`src/design/pla_pkg.sv`:
```
package pla_pkg;

	localparam int COORD_BITS_DEF = 24;
	localparam int SUM_BITS_DEF   = 40;

	typedef struct packed {
		logic valid;
		logic last;
	} pla_tag_t;

endpackage

```
`src/design/pla_diff_sq.sv`:
```
module pla_diff_sq #(
	parameter int COORD_BITS = pla_pkg::COORD_BITS_DEF
) (
	input  logic                          clk,
	input  logic                          arst_n,
	input  logic                          en,
	input  pla_pkg::pla_tag_t             in_tag,
	input  logic [COORD_BITS-1:0]         x_coord,
	input  logic [COORD_BITS-1:0]         y_coord,
	output pla_pkg::pla_tag_t             out_tag,
	output logic [2*(COORD_BITS+1)-1:0]   radicand
);
	import pla_pkg::*;

	localparam int R = COORD_BITS + 1;

	logic [COORD_BITS-1:0] prev_x_q;
	logic [COORD_BITS-1:0] prev_y_q;
	logic                  have_prev_q;

	logic signed [R-1:0] dx;
	logic signed [R-1:0] dy;
	logic [R-1:0]        mag_x;
	logic [R-1:0]        mag_y;

	logic [R-1:0]   mag_x_s1;
	logic [R-1:0]   mag_y_s1;
	pla_tag_t       tag_s1;
	logic [2*R-1:0] sq_x;
	logic [2*R-1:0] sq_y;
	logic [2*R-1:0] sq_x_s2;
	logic [2*R-1:0] sq_y_s2;
	pla_tag_t       tag_s2;
	logic [2*R-1:0] rad_s3;
	pla_tag_t       tag_s3;

	// first point of a line gives a zero distance
	always_comb begin
		if (have_prev_q) begin
			dx = $signed({x_coord[COORD_BITS-1], x_coord}) - $signed({prev_x_q[COORD_BITS-1], prev_x_q});
			dy = $signed({y_coord[COORD_BITS-1], y_coord}) - $signed({prev_y_q[COORD_BITS-1], prev_y_q});
		end else begin
			dx = '0;
			dy = '0;
		end
		mag_x = dx[R-1] ? R'(-dx) : R'(dx);
		mag_y = dy[R-1] ? R'(-dy) : R'(dy);
	end

	assign sq_x = mag_x_s1 * mag_x_s1;
	assign sq_y = mag_y_s1 * mag_y_s1;

	always_ff @(posedge clk or negedge arst_n) begin
		if (!arst_n) begin
			have_prev_q <= 1'b0;
			prev_x_q    <= '0;
			prev_y_q    <= '0;
			tag_s1      <= '0;
			tag_s2      <= '0;
			tag_s3      <= '0;
		end else if (en) begin
			if (in_tag.valid) begin
				prev_x_q    <= x_coord;
				prev_y_q    <= y_coord;
				have_prev_q <= !in_tag.last;
			end
			tag_s1 <= in_tag;
			tag_s2 <= tag_s1;
			tag_s3 <= tag_s2;
		end
	end

	always_ff @(posedge clk) begin
		if (en) begin
			mag_x_s1 <= mag_x;
			mag_y_s1 <= mag_y;
			sq_x_s2  <= sq_x;
			sq_y_s2  <= sq_y;
			rad_s3   <= sq_x_s2 + sq_y_s2;
		end
	end

	assign out_tag  = tag_s3;
	assign radicand = rad_s3;

endmodule

```
`config.mk`:
```
export PLATFORM = sky130hd
export DESIGN_NAME = pla_diff_sq
export DESIGN_NICKNAME = d
export VERILOG_FILES = /design/src/design/pla_pkg.sv /design/src/design/pla_diff_sq.sv
export SDC_FILE = /design/constraint.sdc
export NUM_CORES = 2
export LEC_CHECK = 0
export ABC_AREA = 1
export BUFFER_PORTS_ARGS = -buffer_cell sky130_fd_sc_hd__buf_2
export CORE_ASPECT_RATIO = 0.75
export CORE_MARGIN = 5
export CORE_UTILIZATION = 55
export DETAILED_ROUTE_END_ITERATION = 16
export GPL_ROUTABILITY_DRIVEN = 1
export PLACE_DENSITY = 0.76
export SETUP_SLACK_MARGIN = 0.15
export SLEW_MARGIN = 10
export SYNTH_ARGS = -nofsm -noshare
export SYNTH_HDL_FRONTEND = slang
export SYNTH_SLANG_ARGS = --single-unit
```
`constraint.sdc`:
```
create_clock -name clk -period 8.58 [get_ports clk]
set_input_delay 0 -clock clk [delete_from_list [all_inputs] [get_ports clk]]
set_output_delay 0 -clock clk [all_outputs]
set_load 0.05 [all_outputs]
```
## Yosys cells after proc, flatten, opt, wreduce, memory -nomap -nowiden

Index checks and enable logic that the tools add are counted.

| storage, ports and cells | value |
|---|---|
| register bits after elaboration | 255 |
| latch bits | 0 |
| bits in writable memories | 0 |
| memory bits (read-only) | 0 |
| input port bits | 53 |
| output and inout bits | 52 |
| logic and storage cells | 29 |
| memories kept | 0 |

| cells by class | value |
|---|---|
| add/subtract/negate cells | 5 |
| multiply operators | 2 |
| divide/modulo/power cells | 0 |
| magnitude comparators | 0 |
| eq/ne operators | 0 |
| shift operators | 0 |
| mux-type cells | 4 |
| bitwise operators | 0 |
| reductions and logical operators | 2 |

Operators by type and width:

| operator | count |
|---|---|
| 25-bit by 25-bit multiplier with 50-bit output | 2 |
| 50-bit adder | 1 |
| 25-bit two-way mux | 2 |
| 25-bit negator | 2 |
| 24-bit by 24-bit subtractor with 25-bit output | 2 |
| 24-bit two-way mux | 2 |
| 2-bit AND reduction | 1 |
| 1-bit zero test | 1 |

## Depth between registers and ports, before layout

| logic depth | value |
|---|---|
| depth after elaboration | 4 |
| depth in mapped cells | 31 |
| gate-level depth less buffers | 29 |

## Worst setup path after synthesis

Ideal clock, no wire load.

| timing | value |
|---|---|
| path kind | flip-flop to flip-flop |
| start | register mag_x_s1[14] |
| end | register sq_x_s2[40] (data pin) |
| library setup time | 260 ps |
| arrival time | 6,202 ps |
| data required time | 8,320 ps |
| slack | 2,118 ps |
| cell stages (with the launch flop) | 30 |
| buffers on the path | 2 |
| clock period less this slack | 6,462 ps |
| cells stage by stage | edfxtp_1 clkbuf_1 clkbuf_1 nand2_1 fa_1 inv_1 fa_1 inv_1 fa_1 inv_1 fa_1 inv_1 fa_1 inv_1 fa_1 inv_1 fa_1 inv_1 ha_1 nand2_1 nor2_1 inv_1 nor2_1 inv_1 nor4_1 a21oi_1 o21ai_1 nand2_1 nand2_1 xor2_1 |

| between the ends | value |
|---|---|
| cells in the longest elaborated chain, start to end | 1 |

RTL lines:

| element | RTL line | RTL |
|---|---|---|
| start, declared | pla_diff_sq.sv:26 | `logic [R-1:0] mag_x_s1;` |
| start signal, assigned | pla_diff_sq.sv:75 | `mag_x_s1 <= mag_x;` |
| 25-bit by 25-bit multiplier with 50-bit output | pla_diff_sq.sv:50 | `assign sq_x = mag_x_s1 * mag_x_s1;` |
| via sq_x[40] | pla_diff_sq.sv:29 | `logic [2*R-1:0] sq_x;` |
| end signal, assigned | pla_diff_sq.sv:77 | `sq_x_s2 <= sq_x;` |
| end, declared | pla_diff_sq.sv:31 | `logic [2*R-1:0] sq_x_s2;` |

The timed path passes the listed nets, and every way through them passes these cells.
A chain may end at the register's enable or synchronous reset.

## Worst setup path in the final report

| timing | value |
|---|---|
| start | register mag_x_s1[21] |
| end | register sq_x_s2[38] (data pin) |

The elaborated chain is that of the path after synthesis.

==> reports/results.ini <==
[drt]
wl_per_cell_microns=16.81
routed_wl_microns=132100
antenna_left=0
drtIter0Drc=3363
dr_total_vias=41140
dr.pass1.iters=6
remaining_drc_errors=0
via_per_inst=5.234

[clocking]
cts_sinks=253
clk_latency_ps=620
clockBufferDepth=3
cts_buffers=28
path_clk_slew_ps=60
cts-htree-levels=1
cts_tree=done
ctsRootBufferMaster=clkbuf_16

[logic_synthesis]
synth-edff-count=198
dominantRegCellSynth=edfxtp_1
yosysWarnings=0
ys_ff_latch=253
syn-cell-area_sq_um=52810
postSynthAreaPerCell_sq_um=8.115
synth_cells=6508
yosysSeqAreaShare_pct=13.86
synth_fp_nets=7967
synth-async-reset-ratio_pct=21.74
ys_types=56

[critical_path]
start_kind=register
cp_max_fo=25
required_ps=8950
critPathKind=register to register
critPathArrivalTime_ps=7940
end_kind=register

[layout]
area_delta_synth_final_pct=6.311
diodes=0
drive_gt1_share_pct=4.372
nets=8050

[timing]
final-setup-viol-count=0
hold_viol=0
fmax_ghz=0.1321
finClkSkew_ps=53.14
worstMarginPinSlew_ps=1161
rsz0062_at_grt=no
slew_headroom_pct=22.59
timing.hold.ws_ps=37.16
drv_slew=0
timing.final.crit_period_ps=7569
finalCritPeriodShare_pct=88.21
fin_tns_setup_ps=0

[job]
maxCapViolations=0

[floorplanning]
die_width_microns=367.8
start_util_pct=55.43
die-area_sq_um=102400
io_pins=105
die_h_microns=278.4
row_count=98
core_area_sq_um=95270

[global_route]
grt_remaining_overflow=0
grt.total_usage_pct=26.48
grt_pass1_vias=42870
grt_max_degree=100
grt_antenna_before_repair=6
grt_first_pass_wirelength_microns=220400

[placement]
io_buffers=104
dp_hpwl_microns=112500
place.gp.congestion=0.9844

[hold_path]
hold_class=input pin to register

[run_status]
status=finished, final reports clean

Yosys cell counts (all sizes together) (15+ instances only):
master,instances,area share (%)
a21o,25,0.36
a21oi,267,2.6
a31oi,46,0.54
clkbuf,151,1.1
dfrtp,55,2.6
edfxtp,198,11
fa,934,35
ha,472,11
inv,1984,14
nand2,1337,9.6
nand3,189,2.0
nand3b,21,0.31
nand4,35,0.41
nor2,343,2.6
nor3,30,0.29
nor4,16,0.19
o21a,15,0.21
o21ai,136,1.3
o21bai,25,0.36
xnor2,64,1.1
xor2,120,2.0
layer usage:
| layer | vias to the layer above | wire [microns] | global-route usage, % | part of all wire, % |
|---|---|---|---|---|
| li1 | 19330 | - | - | - |
| met1 | 20060 | 59310 | 39.52 | 45 |
| met2 | 1588 | 58300 | 41.53 | 44 |
| met3 | 167 | 12180 | 4.731 | 9.2 |
| met4 | 0 | 2297 | 4.243 | 1.7 |
| met5 | - | 0 | 0 | 0 |
registers in the layout (all words and copies together) (netlist names):
signal / cells
have_prev_q: 1
prev_y_q: 24
sq_x_s2: 49
radicand: 50
tag_s1: 2
prev_x_q: 24
out_tag: 2
mag_x_s1: 25
mag_y_s1: 25
tag_s2: 2
sq_y_s2: 49
cell families after synthesis:
family,share of synthesized area [%]
xor+xnor,3.051
simple gates,15.43
buf+inv,15.31
mux,0.04264
fa+ha+maj,46.59
compound gates,5.717
flops,13.86
per-stage QoR:
step / util [%] / std cells / worst slack, ps / instance area (sq um)
after floorplan: - / 6508 / 2118 / 52810
after global placement: 57.45 / 7761 / 1261 / 54730
after detailed placement: 57.45 / 7761 / 1147 / 54730
after CTS: 58.93 / 7860 / 1122 / 56150
after global routing: 58.93 / 7860 / 529.6 / 56150
final: 58.93 / 7860 / 1011 / 56150
final timing paths:
path / start / to / slack [ps] / cells after the start
min in group asynchronous: arst_n / prev_y_q[10]$_DFFE_PN0P_ / 70 / 3
max in group asynchronous: arst_n / have_prev_q$_DFFE_PN0P_ / 7980 / 3
max reg2reg: mag_x_s1[21]$_DFFE_PP_ / sq_x_s2[38]$_DFFE_PP_ / 1010 / 23
min: en / mag_y_s1[10]$_DFFE_PP_ / 40 / 1
max: mag_x_s1[21]$_DFFE_PP_ / sq_x_s2[38]$_DFFE_PP_ / 1010 / 23
min reg2reg: prev_x_q[0]$_DFFE_PN0P_ / prev_x_q[0]$_DFFE_PN0P_ / 500 / 2
worst max-delay path: stages (launching register included):
cell	delay, ps
edfxtp_1	1100
nand2_1	280
fa_1	600
inv_1	50
fa_1	500
inv_1	50
fa_1	460
fa_1	510
inv_1	60
fa_1	510
fa_1	510
inv_1	50
fa_1	470
inv_1	40
ha_1	370
nand2_1	130
nor2_1	160
inv_1	100
nor3_1	240
nand3_1	110
o21ai_0	690
nand3_1	150
nand2_1	120
xor2_1	60
cell usage in the layout, fill, tap and decap left out, types with 19 or more instances in the layout:
cell           instances
ha_1                 472
dlygate4sd3_1         50
buf_4                 59
o21ai_1               19
a31oi_1               46
xor2_1               120
o21bai_1              24
nor2_1               325
nand4_1               35
nand3_2               19
xnor2_1               64
o21ai_0              113
nand3b_1              20
dfrtp_1               54
fa_1                 934
buf_2                103
nor3_1                29
a21o_1                25
clkbuf_16             29
nand2_1             1319
nand3_1              170
a21oi_1              262
edfxtp_1             198
inv_1               1976
area by class of cell:
| type | count | area [sq um] |
|---|---|---|
| inverter | 1986 | 7460 |
| clock buffer | 39 | 813.3 |
| sequential | 253 | 7323 |
| fill | 8427 | 39130 |
| timing repair buffer | 213 | 1473 |
| clock inverter | 10 | 100.1 |
| multi-input combinational | 4109 | 37410 |
| tap | 1250 | 1564 |
timing repair:
| action | CTS | global route |
|---|---|---|
| setup buffers | 0 | 0 |
| endpoints found under the hold margin | 107 | 0 |
| endpoints found under the setup margin | 0 | 0 |
| hold buffers | 50 | 0 |
| gates resized for setup | 0 | 0 |
Power is not shown: default switching activity piles up to over one toggle a cycle in this logic, so the estimate is an artifact.
