==> src/design/pla_pkg.sv <==
package pla_pkg;

	localparam int COORD_BITS_DEF = 24;
	localparam int SUM_BITS_DEF   = 40;

	typedef struct packed {
		logic valid;
		logic last;
	} pla_tag_t;

endpackage

==> src/design/pla_sqrt_cell.sv <==
module pla_sqrt_cell #(
	parameter int ROOT_BITS = pla_pkg::COORD_BITS_DEF + 1
) (
	input  logic                    clk,
	input  logic                    arst_n,
	input  logic                    en,
	input  pla_pkg::pla_tag_t       in_tag,
	input  logic [2*ROOT_BITS-1:0]  in_rad,
	input  logic [ROOT_BITS+1:0]    in_rem,
	input  logic [ROOT_BITS-1:0]    in_root,
	output pla_pkg::pla_tag_t       out_tag,
	output logic [2*ROOT_BITS-1:0]  out_rad,
	output logic [ROOT_BITS+1:0]    out_rem,
	output logic [ROOT_BITS-1:0]    out_root
);
	import pla_pkg::*;

	localparam int RW = ROOT_BITS + 2;

	logic [RW+1:0] rem_sh;
	logic [RW+1:0] trial;
	logic          fits;

	pla_tag_t               tag_q;
	logic [2*ROOT_BITS-1:0] rad_q;
	logic [RW-1:0]          rem_q;
	logic [ROOT_BITS-1:0]   root_q;

	// one restoring step on the next bit pair
	assign rem_sh = {in_rem, in_rad[2*ROOT_BITS-1 -: 2]};
	assign trial  = (RW+2)'({in_root, 2'b01});
	assign fits   = rem_sh >= trial;

	always_ff @(posedge clk or negedge arst_n) begin
		if (!arst_n) begin
			tag_q <= '0;
		end else if (en) begin
			tag_q <= in_tag;
		end
	end

	always_ff @(posedge clk) begin
		if (en) begin
			rad_q  <= {in_rad[2*ROOT_BITS-3:0], 2'b00};
			rem_q  <= fits ? RW'(rem_sh - trial) : RW'(rem_sh);
			root_q <= {in_root[ROOT_BITS-2:0], fits};
		end
	end

	assign out_tag  = tag_q;
	assign out_rad  = rad_q;
	assign out_rem  = rem_q;
	assign out_root = root_q;

endmodule
==> config.mk <==
export PLATFORM = sky130hd
export DESIGN_NAME = pla_sqrt_cell
export DESIGN_NICKNAME = d
export VERILOG_FILES = /design/src/design/pla_pkg.sv /design/src/design/pla_sqrt_cell.sv
export SDC_FILE = /design/constraint.sdc
export NUM_CORES = 1
export LEC_CHECK = 0
export BUFFER_PORTS_ARGS = -buffer_cell sky130_fd_sc_hd__buf_4
export CAP_MARGIN = 20
export CORE_MARGIN = 2
export CORE_UTILIZATION = 45
export CTS_BUF_LIST = sky130_fd_sc_hd__clkbuf_4 sky130_fd_sc_hd__clkbuf_8 sky130_fd_sc_hd__clkbuf_16
export DETAILED_ROUTE_END_ITERATION = 16
export GPL_TIMING_DRIVEN = 1
export PLACE_DENSITY = 0.87
export SLEW_MARGIN = 20
export SYNTH_ARGS = -nofsm -noshare
export SYNTH_HDL_FRONTEND = slang
export SYNTH_SLANG_ARGS = --single-unit
==> constraint.sdc <==
create_clock -name clk -period 0.8 [get_ports clk]
set_input_delay 0.12 -clock clk [delete_from_list [all_inputs] [get_ports clk]]
set_output_delay 0.12 -clock clk [all_outputs]
set_load 0.01 [all_outputs]
### Yosys cells after proc, flatten, opt, wreduce, memory -nomap -nowiden

Cells that the tools add are included.

* $lt $le $gt $ge: 1
* muxes and demuxes: 1
* $add $sub $neg: 1

Operators with widths (number)
* $ge A29 B27 Y1: 1
* $mux W27: 1
* $sub A27 B27 Y27: 1

* word-level logic and storage cells: 8
* bits in registers: 102
* input bits: 107
* output and inout port bits: 104

### Depth between registers and ports, before layout

Gate-level depths: netlist of run 1.

* depth in word-level cells: 2
* depth in mapped cells: 13
* gate-level depth less buffers: 10

### Worst setup path after synthesis of run 1

Ideal clock, no wire load.

* kind: in2reg
* start: in in_root[14]
* end: reg rem_q[10] (netlist: out_rem[10]) (data pin)
* data arrival time: 2.536 ns
* stages on the path: 12
* path slack: -1.996 ns
* buffers on the path: 2
* cells stage by stage: inv_1 ha_1 and3_4 and2_4 a221oi_2 o31ai_2 a41oi_2 o31ai_1 a2111o_1 buf_6 buf_12 mux2_4

* cells in the longest elaborated chain, start to end: 2

Ends and longest elaborated chain
* from (decl): RTL line pla_sqrt_cell.sv:10 `input logic [ROOT_BITS-1:0] in_root,`
* $ge A29 B27 Y1: RTL line pla_sqrt_cell.sv:32 `assign fits = rem_sh >= trial;`
* $mux W27: RTL line pla_sqrt_cell.sv:45 `rem_q <= fits ? RW'(rem_sh - trial) : RW'(rem_sh);`
* to (signal assigned): RTL line pla_sqrt_cell.sv:45
* to (decl): RTL line pla_sqrt_cell.sv:26 `logic [RW-1:0] rem_q;`

No other way between the ends.
A chain may end at the register's enable or synchronous reset.

### Worst setup path in the final report of run 1

* start: in in_rem[12]
* end: reg rem_q[25] (netlist: out_rem[25]) (data pin)

* cells in the longest elaborated chain, start to end: 2
* elaborated cells on any way between the ends: 3
* those cells by class: 1 x add/sub; 1 x order compare; 1 x mux

Ends and longest elaborated chain
* from (decl): RTL line pla_sqrt_cell.sv:9 `input logic [ROOT_BITS+1:0] in_rem,`
* $sub A27 B27 Y27 / $ge A29 B27 Y1 (equally long branches): RTL line pla_sqrt_cell.sv:45, pla_sqrt_cell.sv:32
* $mux W27 (*): RTL line pla_sqrt_cell.sv:45

Every way passes the cells marked *; elsewhere a longest branch is shown, timed or not.

==> impl_metrics.yaml, run 1 <==
run_status:
  outcome: "complete, but fails checks"
  violations: "negative hold slack, negative setup slack"
power_and_ir_drop:
  power.share.clock: 0.228
  cellLeakagePower_nw: 4.24
  swShare: 0.326
  power_frac_comb: 0.356
  vdd_drop_max_uv: 1150
  p_switching_mw: 5.44
  intPower_mw: 11.3
  totalPowerFinal_mw: 16.7
  seqPwrFrac: 0.416
  power.density_nw_per_um2: 1770
finish:
  final_common_cell: "buf_4"
  final_cells: 923
  drive_above_1_share: 0.545
  num_antenna_cells: 0
  fin_nets: 912
  layout_common_cells: "219 x buf_4, 110 x buf_6, 100 x edfxtp_1"
  area_delta_synth_final_pct: 87.2
placed_design:
  dp_cells: 819
  numPortBuffers: 208
  post-dp-hpwl_um: 12000
  place.gp.congestion: 0.879
timing:
  holdWs_ps: -15.0
  finalSetupViolCount: 132
  layout_min_cycle_time_ps: 2790
  slew_violations: 0
  fmaxAchievable_ghz: 0.358
  slew_headroom: 0.560
  clock_skew_ps: 0
  hold_violations: 1
  tightest_slew_ps: 660
  setup_ws_ps: -1990
  grt_setup_unrepaired: "yes"
  min_period_over_period: 3.49
detailed_routing:
  wl_per_cell_um: 30.0
  wirelength_um: 27700
  vias_per_cell: 6.34
  drt_first_iter_violations: 952
  antenna_left: 0
  vias: 5848
  first_pass_iters: 7
  drc: 0
critical_path:
  cp.arrival_ps: 2960
  worst-setup-path-type: "primary input to flip-flop"
  required_ps: 960
  cp_max_fo: 6
  endpoint_kind: "flip-flop"
  setup.worst_path.start_class: "primary input"
floorplan:
  die_x_um: 110
  chipHeight_um: 110
  dieArea_um2: 12100
  start_util: 0.464
  boundaryPins: 211
  core-area_um2: 10900
  num_rows: 38
synthesis:
  synth-compound-area-share: 0.106
  synth_top_cell_by_area: "edfxtp_1"
  synth_top_area_frac: 0.594
  ys.flop_type: "edfxtp_1"
  synth-async-reset-ratio: 0.0196
  synth_cell_types: 54
  ys_warn_count: 0
  synth_edf_count: 100
  synth_area_leaders: "edfxtp_1 59%, ha_1 6.7%, mux2_4 4.5%"
  synth_mux_area_frac: 0.0728
  synth_cells: 367
  synth_top_family_by_area: "compound AO/OA/AOI/OAI gates"
  synth_xor_area_frac: 0.0433
  synthSimpleGateAreaFrac: 0.0557
  synth_area_um2: 5050
  avgSynthCellArea_um2: 13.8
  synth_fa_ha_area_frac: 0.0668
  ys_ff_latch: 102
  ys_seq_area_frac: 0.604
clocking:
  cts_tree: "yes"
  htreeDepth: 3
  root_buffer: "clkbuf_8"
  cts_made_buffers: 9
  clock_latency_ps: 410
  cts_sinks: 102
  clock_path_buffers: 2
  path_clk_slew_ps: 110
global_route:
  gr-total-overflow: 0
  antenna_found_initial: 0
  grt_max_degree: 35
  grt_pass1_wl_um: 32300
  grt_pass1_vias: 5547
  track_usage: 0.369
run:
  cap_violations: 0
hold_path:
  hold_path.class: "primary input to flip-flop"
==> worst paths after layout <==
check	startpoint	to	slack (ps)	cells past startpoint
worst max-delay path	in_rem[12]	out_rem[25]	-1990	12
worst min-delay path	in_root[18]	out_root[19]	-10	2
worst max register to register	out_tag[1]	out_tag[1]	-150	2
worst min register to register	out_tag[0]	out_tag[0]	710	2
max in group asynchronous	arst_n	out_tag[1]	690	2
min in group asynchronous	arst_n	out_tag[0]	20	2
==> routing by layer <==
layer / track usage / vias to the layer above / share of wire
met5: 0.00446 / - / 0
met1: 0.424 / 2682 / 0.33
met3: 0.115 / 257 / 0.14
met2: 0.604 / 729 / 0.43
li1: - / 2180 / -
met4: 0.221 / 0 / 0.099
==> stage by stage <==
stage	area, µm²	setup slack [ps]	setup TNS (ps)	hold slack, ps	utilization
global route	9460	-2020	-87340	-14.3	0.869
global placement	7770	-1870	-52820	-98.1	0.714
finish	9460	-1990	-86120	-15.0	0.869
floorplan	5240	-1770	-47240	-176	-
detailed placement	7770	-1940	-55090	-93.7	0.714
CTS	9100	-1530	-65900	12.5	0.836
==> Yosys cell counts (2+ instances only) <==
master,instances
a211o_1,2
a211oi_1,3
a21o_1,7
a21oi_1,24
a21oi_2,2
a221oi_2,2
a31oi_1,3
and2_1,2
buf_12,2
buf_2,2
buf_4,2
buf_6,2
clkbuf_1,5
dfrtp_1,2
edfxtp_1,100
ha_1,27
inv_1,40
mux2_2,10
mux2_4,15
mux2i_1,3
nand2_1,12
nand2b_1,4
nand3_1,3
nand4_1,9
nor2_1,13
nor3_1,3
o21a_1,3
o21ai_0,6
o21ai_1,4
o21bai_1,5
o221ai_1,3
o31ai_1,2
xnor2_1,17
xor2_1,8
==> final cells by class <==
cell class	count	area, µm²
multi-input cells	213	2060
inverters	40	170
clock buffers	9	124
well taps	140	175
clock inverters	7	81.3
fillers	387	1430
flip-flops and latches	102	3050
repair buffers	412	3800
==> timing repair <==
item / CTS / global route
buffers inserted: 6 / 7
hold buffers: 73 / 0
pin swaps: 0 / 15
endpoints found under the hold margin: 74 / 0
gates cloned: 1 / 2
resized for setup: 83 / 68
setup endpoints to repair: 130 / 132
==> sequential cells by signal, indices dropped and copies added, names as in the netlist <==
| register | count |
|---|---|
| out_rad | 48 |
| out_rem | 27 |
| out_root | 25 |
| out_tag | 2 |
==> worst max-delay path: stages <==
cell and delay [ps]:
buf_6 110, ha_4 270, a21oi_1 330, o21ai_2 140, a221oi_4 330, o31ai_4 130, a41oi_2 260, o31ai_2 130
a2111o_1 500, buf_6 170, buf_8 140, mux2_4 320
==> logic make-up (layout without fill, tap and decap cells) <==
family / after synthesis / count (layout)
fa+ha+maj: 27 / 27
compound gates: 77 / 77
other cells: 1 / 2
mux: 28 / 28
buf+inv: 53 / 468
flops: 102 / 102
simple gates: 54 / 54
xor+xnor: 25 / 25
==> power by group through the flow <==
stage	combinational (mW)	sequential, mW	clock (mW)
2_1_floorplan	1.62	7.09	0
3_3_place_gp	4.13	6.81	0
3_5_place_dp	4.27	6.83	0
4_1_cts	4.92	6.78	3.43
5_1_grt	6.04	6.96	3.89
6_report	5.95	6.95	3.81
No activity file was read; power rests on OpenSTA's default activity.
==> run 2: changes to the inputs <==
PLACE_DENSITY = 0.75   (was 0.87)
==> impl_metrics.yaml, run 2 (same netlist as run 1, synthesis figures left out) <==
floorplan:
  boundaryPins: 211
  die_x_um: 110
  dieArea_um2: 12100
  chipHeight_um: 110
  num_rows: 38
  start_util: 0.464
  core-area_um2: 10900
critical_path:
  endpoint_kind: "flip-flop"
  critPathLaunch: "in_root[14]"
  cp.arrival_ps: 2550
  cp_max_fo: 7
  r2r-end: "out_tag[0]"
  setup.worst_path.start_class: "primary input"
  r2r_start: "out_tag[0]"
  required_ps: 930
  r2r_cells: 2
  rrSetupSlack_ps: -120
  worst-setup-path-type: "primary input to flip-flop"
detailed_routing:
  antenna_left: 0
  drc: 0
  vias_per_cell: 5.04
  drt_first_iter_violations: 210
  wirelength_um: 17200
  vias: 4582
  first_pass_iters: 4
  wl_per_cell_um: 18.9
timing:
  clock_skew_ps: 0
  min_period_over_period: 3.04
  grt_setup_unrepaired: "yes"
  slew_violations: 0
  layout_min_cycle_time_ps: 2430
  finalSetupViolCount: 132
  setup_ws_ps: -1630
  fmaxAchievable_ghz: 0.412
  hold_violations: 0
  fin_setup_tns_ps: -68070
finish:
  final_common_cell: "buf_4"
  largest_reg_flops: 48
  regArea_um2: 3050
  final_cells: 910
  fin_nets: 899
  nFillCells: 564
  drive_above_1_share: 0.534
  layout_common_cells: "218 x buf_4, 103 x buf_6, 100 x edfxtp_1"
  utilization: 0.845
  multi_input_area_um2: 1990
  area_delta_synth_final_pct: 82.0
  num_antenna_cells: 0
clocking:
  path_clk_slew_ps: 100
  root_buffer: "clkbuf_8"
  cts_made_buffers: 9
  clock_path_buffers: 2
  clock_latency_ps: 380
  cts_tree: "yes"
  htreeDepth: 3
  cts_sinks: 102
power_and_ir_drop:
  cellLeakagePower_nw: 4.14
  power.density_nw_per_um2: 1630
  totalPowerFinal_mw: 15.0
  vdd_drop_max_uv: 1020
hold_path:
  whs_path_depth: 2
  min_from: "in_root[23]"
  min_to: "out_root[24]"
  hold_path.class: "primary input to flip-flop"
global_route:
  grt_max_degree: 59
  grt_pass1_vias: 4663
  antenna_found_initial: 0
  track_usage: 0.264
  grt_pass1_wl_um: 23600
  gr-total-overflow: 0
run_status:
  outcome: "complete, but fails checks"
  violations: "negative setup slack"
placed_design:
  place.gp.congestion: 0.921
  numPortBuffers: 208
  post-place-ws_ps: -2020
  dp_cells: 814
  post-dp-hpwl_um: 10900
run:
  cap_violations: 0
-- run 2: cell count changes in the layout (fill, tap and decap cells not counted), sizes merged --
cell      change
inv           -1
bufinv        -1
clkinv        +2
buf          -11
clkinvlp      -2
-- run 2: critical path: stages --
cell and delay (ps):
buf_6 100, inv_4 40, ha_4 190, and3_4 190, and2_4 150, a221oi_2 260, o31ai_2 120, a41oi_2 210
o31ai_1 110, a2111o_1 460, buf_6 150, buf_12 140, mux2_4 290
-- run 2: timing repair --
| action | in CTS | in global routing |
|---|---|---|
| buffers inserted | 3 | 4 |
| hold buffers | 73 | 0 |
| endpoints found under the hold margin | 74 | 0 |
| gates cloned | 1 | 0 |
| resized for setup | 86 | 47 |
| endpoints found under the setup margin | 130 | 132 |
| pin swaps | 0 | 13 |
-- run 2: stage by stage --
stage | cell area, µm² | hold WS [ps]
floorplan | 5240 | -176
detailed placement | 7710 | -96.3
finish | 9200 | 18.1
global placement | 7710 | -96.8
global route | 9200 | 7.40
CTS | 8980 | 7.79
-- run 2: worst max path at each step --
stage,end
global route,out_rem[26]
CTS,out_rem[18]
floorplan,out_rem[10]
detailed placement,out_rem[18]
finish,out_rem[15]
global placement,out_rem[11]
-- run 2: cell type report --
type | instances | share of cell area
Timing Repair Buffer | 399 | 0.395
Sequential cell | 102 | 0.332
Multi-Input combinational cell | 213 | 0.216
Tap cell | 140 | 0.0191
Inverter | 40 | 0.0185
Clock buffer | 11 | 0.0151
Clock inverter | 5 | 0.00395
-- run 2: metal layers --
layer  track usage  vias up  wire [µm]
li1              -     2157          -
met1         0.300     2205       6620
met2         0.493      192       9020
met3        0.0476       28       1150
met4        0.0949        0        444
met5             0        -          0
-- run 2: power breakdown --
part	leakage, nW	total (mW)	switching [mW]	internal (mW)
sequential	1.00	6.85	0.307	6.54
combinational	3.04	5.07	2.01	3.06
clock	0.0945	3.10	1.89	1.22
total	4.14	15.0	4.20	10.8
